## src/design/assert_macros.svh

```systemverilog
// ----------------------------------------------------------------------------
// assertion macros
// shared concurrent assertion forms, sampled on clock and held off in reset
// ----------------------------------------------------------------------------
`ifndef ASSERT_MACROS_SVH
`define ASSERT_MACROS_SVH

`ifndef SYNTHESIS

// same-cycle implication
`define ASSERT_IMP(label, ante, cons) \
   label: assert property (@(posedge clock) disable iff (reset) (ante) |-> (cons)) \
      else $error("assertion failed");

// next-cycle implication
`define ASSERT_NEXT(label, ante, cons) \
   label: assert property (@(posedge clock) disable iff (reset) (ante) |=> (cons)) \
      else $error("assertion failed");

`else

`define ASSERT_IMP(label, ante, cons)
`define ASSERT_NEXT(label, ante, cons)

`endif

`endif

```

## src/design/usc_pkg.sv

```systemverilog
// ----------------------------------------------------------------------------
// usc_pkg
// constants, types and month table for the seconds to calendar converter
// ----------------------------------------------------------------------------
package usc_pkg;

   typedef logic [8:0]  doy_type;
   typedef logic [3:0]  month_type;
   typedef logic [4:0]  mday_type;
   typedef logic [11:0] year_type;

   localparam logic [31:0] LIMIT_SECONDS = 32'd4102444800;
   localparam logic [31:0] DAY_SECS      = 32'd86400;
   localparam logic [15:0] CYCLE_DAYS    = 16'd1461;
   localparam logic [11:0] HOUR_SECS     = 12'd3600;
   localparam logic [11:0] MINUTE_SECS   = 12'd60;
   localparam logic [11:0] EPOCH_YEAR    = 12'd1970;

   localparam logic [10:0] YEAR1_START = 11'd365;
   localparam logic [10:0] YEAR2_START = 11'd730;
   localparam logic [10:0] YEAR3_START = 11'd1096;

   // reciprocals rounded up, exact for the operand ranges in use
   localparam int unsigned DAY_SHIFT    = 35;
   localparam int unsigned CYCLE_SHIFT  = 27;
   localparam int unsigned HOUR_SHIFT   = 29;
   localparam int unsigned MINUTE_SHIFT = 18;

   localparam logic [25:0] DAY_RECIP =
      26'(((64'd1 << DAY_SHIFT) + 64'd674) / 64'd675);
   localparam logic [16:0] CYCLE_RECIP =
      17'(((64'd1 << CYCLE_SHIFT) + 64'd1460) / 64'd1461);
   localparam logic [17:0] HOUR_RECIP =
      18'(((64'd1 << HOUR_SHIFT) + 64'd3599) / 64'd3600);
   localparam logic [12:0] MINUTE_RECIP =
      13'(((64'd1 << MINUTE_SHIFT) + 64'd59) / 64'd60);

   // first day of each month within a year, counted from zero
   function automatic doy_type month_start(input logic leap, input month_type idx);
      doy_type base;
      base = '0;
      unique case (idx)
         4'd0:  base = 9'd0;
         4'd1:  base = 9'd31;
         4'd2:  base = 9'd59;
         4'd3:  base = 9'd90;
         4'd4:  base = 9'd120;
         4'd5:  base = 9'd151;
         4'd6:  base = 9'd181;
         4'd7:  base = 9'd212;
         4'd8:  base = 9'd243;
         4'd9:  base = 9'd273;
         4'd10: base = 9'd304;
         4'd11: base = 9'd334;
         default: base = 9'd0;
      endcase
      if (leap && (idx >= 4'd2)) begin
         base = base + 9'd1;
      end
      return base;
   endfunction

endpackage

```

## src/design/unix_seconds_to_calendar.sv

```systemverilog
// ----------------------------------------------------------------------------
// unix_seconds_to_calendar
// converts seconds since 1970-01-01 00:00:00 to civil date and time of day
// ----------------------------------------------------------------------------
// One transaction can enter on every clock and its result is presented on
// rsp_valid out of the last of six register stages; a stall on the result
// side holds the pipeline in place and bubbles are squeezed out. Each stage
// holds at most one constant-reciprocal multiply (days, four-year cycles,
// hours, minutes) beside remainder subtract and compare steps. Timestamps
// from 2100-01-01 00:00:00 on raise rsp_out_of_range with all other result
// fields at zero.
// ----------------------------------------------------------------------------
`include "assert_macros.svh"

module unix_seconds_to_calendar
   import usc_pkg::*;
(
   input  logic        clock,
   input  logic        reset,
   input  logic        req_valid,
   output logic        req_ready,
   input  logic [31:0] req_seconds,
   output logic        rsp_valid,
   input  logic        rsp_ready,
   output logic [11:0] rsp_year,
   output logic [3:0]  rsp_month,
   output logic [4:0]  rsp_day_of_month,
   output logic [4:0]  rsp_hour,
   output logic [5:0]  rsp_minute,
   output logic [5:0]  rsp_second,
   output logic        rsp_out_of_range
);

   // stage valids and enables
   logic [5:0] vld_ff;
   logic [5:0] en;

   assign en[5] = !vld_ff[5] || rsp_ready;
   assign en[4] = !vld_ff[4] || en[5];
   assign en[3] = !vld_ff[3] || en[4];
   assign en[2] = !vld_ff[2] || en[3];
   assign en[1] = !vld_ff[1] || en[2];
   assign en[0] = !vld_ff[0] || en[1];

   assign req_ready = en[0];
   assign rsp_valid = vld_ff[5];

   always_ff @(posedge clock) begin
      if (reset) begin
         vld_ff <= '0;
      end else begin
         if (en[0]) begin
            vld_ff[0] <= req_valid;
         end
         for (int i = 1; i < 6; i++) begin
            if (en[i]) begin
               vld_ff[i] <= vld_ff[i-1];
            end
         end
      end
   end

   // stage 1: day count
   logic [50:0] day_prod;
   logic [15:0] days1_ff;
   logic [16:0] sec_lo1_ff;
   logic        oor1_ff;

   assign day_prod = 51'(req_seconds[31:7]) * 51'(DAY_RECIP);

   always_ff @(posedge clock) begin
      if (en[0]) begin
         days1_ff   <= day_prod[50:35];
         sec_lo1_ff <= req_seconds[16:0];
         oor1_ff    <= (req_seconds >= LIMIT_SECONDS);
      end
   end

   // stage 2: time of day and four-year cycle
   logic [32:0] cyc_prod;
   logic [16:0] tod2_in;
   logic [16:0] tod2_ff;
   logic [5:0]  cycles2_ff;
   logic [15:0] days2_ff;
   logic        oor2_ff;

   assign cyc_prod = 33'(days1_ff) * 33'(CYCLE_RECIP);
   assign tod2_in  = sec_lo1_ff - 17'(32'(days1_ff) * DAY_SECS);

   always_ff @(posedge clock) begin
      if (en[1]) begin
         tod2_ff    <= tod2_in;
         cycles2_ff <= cyc_prod[32:27];
         days2_ff   <= days1_ff;
         oor2_ff    <= oor1_ff;
      end
   end

   // stage 3: day of cycle and hour
   logic [34:0] hour_prod;
   logic [10:0] doc3_in;
   logic [10:0] doc3_ff;
   logic [4:0]  hour3_ff;
   logic [16:0] tod3_ff;
   logic [5:0]  cycles3_ff;
   logic        oor3_ff;

   assign hour_prod = 35'(tod2_ff) * 35'(HOUR_RECIP);
   assign doc3_in   = 11'(days2_ff - 16'(16'(cycles2_ff) * CYCLE_DAYS));

   always_ff @(posedge clock) begin
      if (en[2]) begin
         doc3_ff    <= doc3_in;
         hour3_ff   <= hour_prod[33:29];
         tod3_ff    <= tod2_ff;
         cycles3_ff <= cycles2_ff;
         oor3_ff    <= oor2_ff;
      end
   end

   // stage 4: year within cycle, seconds within hour
   logic [1:0]  yoff;
   logic [10:0] doy_full;
   logic [11:0] rem4_in;
   doy_type     doy4_ff;
   logic        leap4_ff;
   year_type    year4_ff;
   logic [11:0] rem4_ff;
   logic [4:0]  hour4_ff;
   logic        oor4_ff;

   always_comb begin
      if (doc3_ff >= YEAR3_START) begin
         yoff     = 2'd3;
         doy_full = doc3_ff - YEAR3_START;
      end else if (doc3_ff >= YEAR2_START) begin
         yoff     = 2'd2;
         doy_full = doc3_ff - YEAR2_START;
      end else if (doc3_ff >= YEAR1_START) begin
         yoff     = 2'd1;
         doy_full = doc3_ff - YEAR1_START;
      end else begin
         yoff     = 2'd0;
         doy_full = doc3_ff;
      end
   end

   assign rem4_in = 12'(tod3_ff - 17'(17'(hour3_ff) * 17'(HOUR_SECS)));

   always_ff @(posedge clock) begin
      if (en[3]) begin
         doy4_ff  <= doy_full[8:0];
         leap4_ff <= (yoff == 2'd2);
         year4_ff <= EPOCH_YEAR + {4'd0, cycles3_ff, 2'd0} + 12'(yoff);
         rem4_ff  <= rem4_in;
         hour4_ff <= hour3_ff;
         oor4_ff  <= oor3_ff;
      end
   end

   // stage 5: month, day of month and minute
   logic [24:0] min_prod;
   month_type   month5_in;
   mday_type    mday5_in;
   month_type   month5_ff;
   mday_type    mday5_ff;
   logic [5:0]  minute5_ff;
   logic [11:0] rem5_ff;
   logic [4:0]  hour5_ff;
   year_type    year5_ff;
   logic        oor5_ff;

   assign min_prod = 25'(rem4_ff) * 25'(MINUTE_RECIP);

   usc_month_find u_month_find (
      .doy   (doy4_ff),
      .leap  (leap4_ff),
      .month (month5_in),
      .mday  (mday5_in)
   );

   always_ff @(posedge clock) begin
      if (en[4]) begin
         month5_ff  <= month5_in;
         mday5_ff   <= mday5_in;
         minute5_ff <= min_prod[23:18];
         rem5_ff    <= rem4_ff;
         hour5_ff   <= hour4_ff;
         year5_ff   <= year4_ff;
         oor5_ff    <= oor4_ff;
      end
   end

   // stage 6: second and result register
   logic [5:0]  second6_in;
   year_type    rsp_year_ff;
   month_type   rsp_month_ff;
   mday_type    rsp_mday_ff;
   logic [4:0]  rsp_hour_ff;
   logic [5:0]  rsp_minute_ff;
   logic [5:0]  rsp_second_ff;
   logic        rsp_oor_ff;

   assign second6_in = 6'(rem5_ff - 12'(12'(minute5_ff) * MINUTE_SECS));

   always_ff @(posedge clock) begin
      if (en[5]) begin
         rsp_oor_ff <= oor5_ff;
         if (oor5_ff) begin
            rsp_year_ff   <= '0;
            rsp_month_ff  <= '0;
            rsp_mday_ff   <= '0;
            rsp_hour_ff   <= '0;
            rsp_minute_ff <= '0;
            rsp_second_ff <= '0;
         end else begin
            rsp_year_ff   <= year5_ff;
            rsp_month_ff  <= month5_ff;
            rsp_mday_ff   <= mday5_ff;
            rsp_hour_ff   <= hour5_ff;
            rsp_minute_ff <= minute5_ff;
            rsp_second_ff <= second6_in;
         end
      end
   end

   assign rsp_year         = rsp_year_ff;
   assign rsp_month        = rsp_month_ff;
   assign rsp_day_of_month = rsp_mday_ff;
   assign rsp_hour         = rsp_hour_ff;
   assign rsp_minute       = rsp_minute_ff;
   assign rsp_second       = rsp_second_ff;
   assign rsp_out_of_range = rsp_oor_ff;

   // checks
   `ASSERT_NEXT(a_accept_fills_stage1, req_valid && req_ready, vld_ff[0])
   `ASSERT_IMP(a_month_range, rsp_valid && !rsp_out_of_range,
      rsp_month >= 4'd1 && rsp_month <= 4'd12 && rsp_day_of_month >= 5'd1)
   `ASSERT_IMP(a_time_range, rsp_valid && !rsp_out_of_range,
      rsp_hour <= 5'd23 && rsp_minute <= 6'd59 && rsp_second <= 6'd59)
   `ASSERT_IMP(a_oor_zeroed, rsp_valid && rsp_out_of_range,
      rsp_year == 12'd0 && rsp_month == 4'd0)

endmodule

```

## src/design/usc_month_find.sv

```systemverilog
// ----------------------------------------------------------------------------
// usc_month_find
// places a day of the year into its month and day of month
// ----------------------------------------------------------------------------
module usc_month_find
   import usc_pkg::*;
(
   input  doy_type   doy,
   input  logic      leap,
   output month_type month,
   output mday_type  mday
);

   month_type idx;
   doy_type   offset;

   // month starts rise monotonically, so the last one passed wins
   always_comb begin
      idx = '0;
      for (int i = 1; i < 12; i++) begin
         if (doy >= month_start(leap, 4'(i))) begin
            idx = 4'(i);
         end
      end
   end

   assign offset = doy - month_start(leap, idx);
   assign month  = idx + 4'd1;
   assign mday   = 5'(offset) + 5'd1;

endmodule

```

## config.mk

```make
export PLATFORM = sky130hd
export DESIGN_NAME = unix_seconds_to_calendar
export DESIGN_NICKNAME = d
export VERILOG_FILES = /design/src/design/usc_pkg.sv /design/src/design/unix_seconds_to_calendar.sv /design/src/design/usc_month_find.sv
export VERILOG_INCLUDE_DIRS = /design/src /design/src/design
export SDC_FILE = /design/constraint.sdc
export NUM_CORES = 2
export LEC_CHECK = 0
export ABC_CLOCK_PERIOD_IN_PS = 14600
export BUFFER_PORTS_ARGS = -buffer_cell sky130_fd_sc_hd__buf_4
export CAP_MARGIN = 40
export CORE_AREA = 2 2 279 199
export CTS_BUF_LIST = sky130_fd_sc_hd__clkbuf_4
export CTS_CLUSTER_SIZE = 28
export DETAILED_ROUTE_END_ITERATION = 6
export DIE_AREA = 0 0 281 201
export GPL_ROUTABILITY_DRIVEN = 0
export PLACE_DENSITY = 0.83
export SLEW_MARGIN = 20
export SYNTH_ARGS = -nofsm -noshare
export SYNTH_HDL_FRONTEND = slang
export SYNTH_SLANG_ARGS = --single-unit
```

## constraint.sdc

```tcl
create_clock -name clock -period 14.6 [get_ports clock]
set_input_delay 2.19 -clock clock [delete_from_list [all_inputs] [get_ports clock]]
set_output_delay 2.19 -clock clock [all_outputs]
set_load 0.02 [all_outputs]
```

Yosys cells after proc, flatten, opt, wreduce, memory -nomap -nowiden
Memory sizes are Yosys's and may differ from the RTL's.
Cells that the tools add are included.
Widths: inputs -> output; s select.
- shift-type cells: 0
- multiplexer cells: 28
- $lt $le $gt $ge: 16
- $add $sub $neg: 13
- div/mod/pow operators: 0
- multiply operators: 8
- bitwise logic cells: 0
- equal/unequal tests: 1
- reductions and logical operators: 13
- operators by type and width (kind ; count):
    $mul 25x26->51 const B ; 1
    $mux 4 ; 11
    $ge 9x8->1 ; 4
    $mul 17x18->34 const B ; 1
    $ge 32x32->1 const B ; 1
    $mul 16x15->31 const B ; 1
    $ge 9x9->1 ; 3
    $mux 9 ; 3
    $mul 12x12->23 const B ; 1
    $ge 9x7->1 ; 2
    $sub 17x17->17 ; 1
    $mul 16x10->10 const B ; 1
    $add 11x8->12 const A ; 1
    $add 12x2->12 ; 1
    $sub 12x12->12 ; 1
    $ge 11x10->1 const B ; 1
    $ge 11x11->1 const B ; 1
    $ge 11x9->1 const B ; 1
    $mul 6x11->11 const B ; 1
    $sub 11x11->11 ; 1
    $add 5x1->5 const B ; 2
    $ge 9x5->1 const B ; 1
    $ge 9x6->1 ; 1
    $sub 9x7->9 const B ; 1
    other kinds (16) ; 36
- ROM bits: 144
- word-level logic and storage cells: 118
- output and inout bits: 41
- input bits: 36
- bits in latches: 0
- bits in writable memories: 0
- register bits: 228
- memories kept: 1
- memories (memory ; depth ; width ; read ports ; clocked after Yosys merged registers in ; write ports ; line ; source):
    (no name shown) ; 16 ; 9 ; 1 ; 0 ; 0 ; usc_pkg.sv:42 ; unique case (idx)

Longest topological paths before layout
- depth in word-level cells: 17
- gate-level depth with buffers: 26
- mapped depth without buffers: 26

Hierarchy
Synthesis repeated with hierarchy kept, for this count alone.
- cell total of the unflattened synthesis: 2764
- area, all modules: 30668.2 µm²
- modules (own cells, without submodules) (module ; cells an instance ; seq. area each (µm²) ; area an instance (µm²) ; times used):
    unix_seconds_to_calendar ; 2633 ; 6786.5 ; 29676.0 ; 1
    usc_month_find ; 131 ; 0.0 ; 992.2 ; 1

Worst setup path after synthesis
No wires, ideal clock.
- kind: input to register
- start: input port req_seconds[26]
- end: register days1_ff[15], data pin
- path buffers: 0
- stages on the path: 22
- library setup time: 259 ps
- slack: 6692 ps
- data required time: 14341 ps
- arrival time: 7649 ps
- cells stage by stage: fa_1 ha_1 inv_1 fa_1 fa_1 inv_1 fa_1 inv_1 fa_1 inv_1 fa_1 ha_1 a211oi_1 o21ai_1 nor3b_2 o2111ai_1 a21oi_2 o221ai_2 o31a_1 a31oi_1 o21bai_1 xnor2_1
- word-level cells in the longest chain between the ends: 1
- ends and longest elaborated chain (what ; line ; source):
    from (decl) ; unix_seconds_to_calendar.sv:22 ; input logic [31:0] req_seconds,
    $mul 25x26->51 ; unix_seconds_to_calendar.sv:69 ; assign day_prod = 51'(req_seconds[31:7]) * 51'(DAY_RECIP);
    via day_prod[50] ; unix_seconds_to_calendar.sv:64 ; logic [50:0] day_prod;
    to (signal assigned) ; unix_seconds_to_calendar.sv:73 ; days1_ff <= day_prod[50:35];
    to (decl) ; unix_seconds_to_calendar.sv:65 ; logic [15:0] days1_ff;
The timed path passes the listed nets, and every way through them passes these cells.
A chain may end at the register's enable or synchronous reset.

Worst setup path in the final report
- start: input port req_seconds[12]
- end: register days1_ff[15], data pin
The elaborated chain is that of the path after synthesis.

==> run summary <==
Min Tclk post-route: 8.20 ns
Fmax achieved: 0.122 GHz
Commonest non-fill, non-tap cell in the layout: inv_1
Setup Crit Path Kind: input pin to register
Vias in the first global route: 21500
Initial DRC Count: 1371
Dpl ws: 5.74 ns
Tightest Pin Transition: 0.723 ns
Post-synth EDFFs: 222
Hold Buf Count CTS: 0
Most frequent cells in the layout: 738 x inv_1, 722 x ha_1, 378 x fa_1, 222 x edfxtp_1, 90 x a21oi_1
Maximum fanout along the worst path: 13
Core area: 54100 sq um
Final ANT Viol Nets: 0
DRC viols: 0
Clock Latency Late Sink: 0.73 ns
Area share of the largest cell type after synthesis: 29.7%
Placed wire-length estimate: 54.7 mm
Die Ht: 201 microns
First-pass GRT wire length: 107 mm
Die Width: 281 microns
Max clock buf depth: 3
RSZ-0062 raised after global routing: no
CTS tree: built
Mean Syn Cell Area: 11.2 sq um
Share of post-route cells with drive strength above 1: 6.67%
Normalized max-slew margin: 51.7%
Post-Syn Area: 30400 sq um
CTS Buf Count: 57
Final Max Slew Viols: 0
Final worst-path cycle share: 56.2%
Arrival @ worst endpoint: 8.67 ns
Max-cap check violation count: 0
Initial DRT Pass Iterations: 6
WL/cell: 17.5 microns
DIE AREA: 56500 sq um
GRT overflow: 0
Starting density of the core: 56.1%
Htree depth: 2
Antenna violations before repair: 3
Ys Warns: 0
Startpoint types: input pin
Post-synth ARST share: 0%
Kind of capture point of the worst setup path: register
Fill count: 4084
Area occupied by multi-input gates: 20800 sq um
Num Clock Sinks: 228
Hold crit path type: register to register
PortBufs: 76
Setup Skew: 0.0286 ns
Reg area: 6790 sq um
Cells after Synth: 2721
Hold Slack: 0.399 ns
Worst Path Required: 15.07 ns
Postcts setup bufs: 0
Total negative slack: 0 ns
Dominant cell type by area after synthesis: ha_1
Seq/Total Area, Yosys: 22.3%
FP Rows: 72
Fin. Hold Viols: 0
Worst Setup Slack, final: 6.40 ns
Dominant cells by area after synthesis: ha_1 30%, fa_1 25%, edfxtp_1 22%
Layout area overhead: 7.48%
Largest net degree at the start of global routing: 36
Nets@finish: 3986
CTS resizes: 0
CTS Root Cell: clkbuf_4
Global Route Usage Sum: 23.7%
I/O pin cnt: 77
Main synth FF type: edfxtp_1
Final setup vio count: 0
Via Count: 19500
Seq cells post-synth: 228
Clock slew at reported path FFs: 0.09 ns
Status: completed
Routed wire length: 63.8 mm
Syn Nets: 3857
Vias per cell: 5.36
Synth unique cells: 72
registers in the layout, indices dropped and copies added (netlist names), 9 cells and up:
| name | count |
|---|---|
| rsp_year | 12 |
| tod2_ff | 17 |
| year4_ff | 12 |
| year5_ff | 12 |
| doy4_ff | 9 |
| sec_lo1_ff | 17 |
| days2_ff | 11 |
| doc3_ff | 11 |
| tod3_ff | 12 |
| days1_ff | 16 |
| rem4_ff | 12 |
metal layers:
metal / part of all wire [%] / track usage [%] / routed length, microns
met1: 43 / 31.8 / 27200
met2: 46 / 38.2 / 29500
met3: 8.7 / 6.16 / 5570
met4: 2.5 / 5.92 / 1590
met5: 0.020 / 0 / 13
cells in the mapped netlist, types with 8 or more instances:
cell type and count:
inv_1 738, ha_1 722, fa_1 378, edfxtp_1 222, a21oi_1 90, xnor2_1 87
nor2b_1 52, o21ai_0 49, nand2_1 47, nor2_1 45, a21o_1 43, xor2_1 28
nand3_1 17, nand4_1 17, o21bai_1 15, clkbuf_1 12, nor3_1 12, nand2b_1 11
a211oi_1 10, o21a_1 9, o21ai_1 8
cell families after synthesis:
group                      count (synthesis)  synth area share, %
DFF                                      228                 22.3
muxes                                      2               0.0700
buffers and inverters                    752                 9.30
AOI/OAI and AO/OA                        291                 6.30
adders and majority gates               1100                 54.7
xor gates and xnor gates                 115                 3.32
and+or+nand+nor                          233                 4.02
per-stage QoR:
step	cell area, sq um	util, %	std cells
after global routing	32600	60.3	3634
after CTS	32600	60.3	3633
after detailed placement	31900	58.9	3531
after floorplan	30400	-	2721
after global placement	31900	58.8	3528
final	32600	60.3	3636
layout make-up:
cell class,count,share of cell area (%)
Antenna cell,3,0.0230
Multi-Input combinational cell,1741,63.6
Clock inverter,21,0.387
Tap cell,740,2.84
Inverter,738,8.49
Timing Repair Buffer,84,2.00
Clock buffer,81,1.86
Sequential cell,228,20.8
worst paths after layout:
| kind | depth (start not counted) | endpoint | slack, ns | startpoint |
|---|---|---|---|---|
| max | 25 | days1_ff[15] | 6.40 | req_seconds[12] |
| min | 0 | rem4_ff[0] | 0.40 | tod3_ff[0] |
| max reg2reg | 21 | cycles2_ff[5] | 8.15 | days1_ff[8] |
| min reg2reg | 0 | rem4_ff[0] | 0.40 | tod3_ff[0] |
critical path, stage by stage:
cell	delay [ns]
buf_4	0.23
inv_1	0.13
ha_1	0.35
inv_1	0.12
fa_1	0.43
ha_1	0.29
inv_1	0.05
fa_1	0.50
inv_1	0.06
fa_1	0.48
fa_1	0.55
inv_1	0.05
fa_1	0.52
inv_1	0.04
ha_1	0.33
a211oi_1	0.27
nor2_1	0.09
a211oi_1	0.37
o2111ai_1	0.21
a21oi_2	0.39
o221ai_2	0.20
o31a_1	0.31
a31oi_1	0.25
o21bai_1	0.12
xnor2_1	0.13
Power is not shown: default switching activity piles up to over one toggle a cycle in this logic, so the estimate is an artifact.
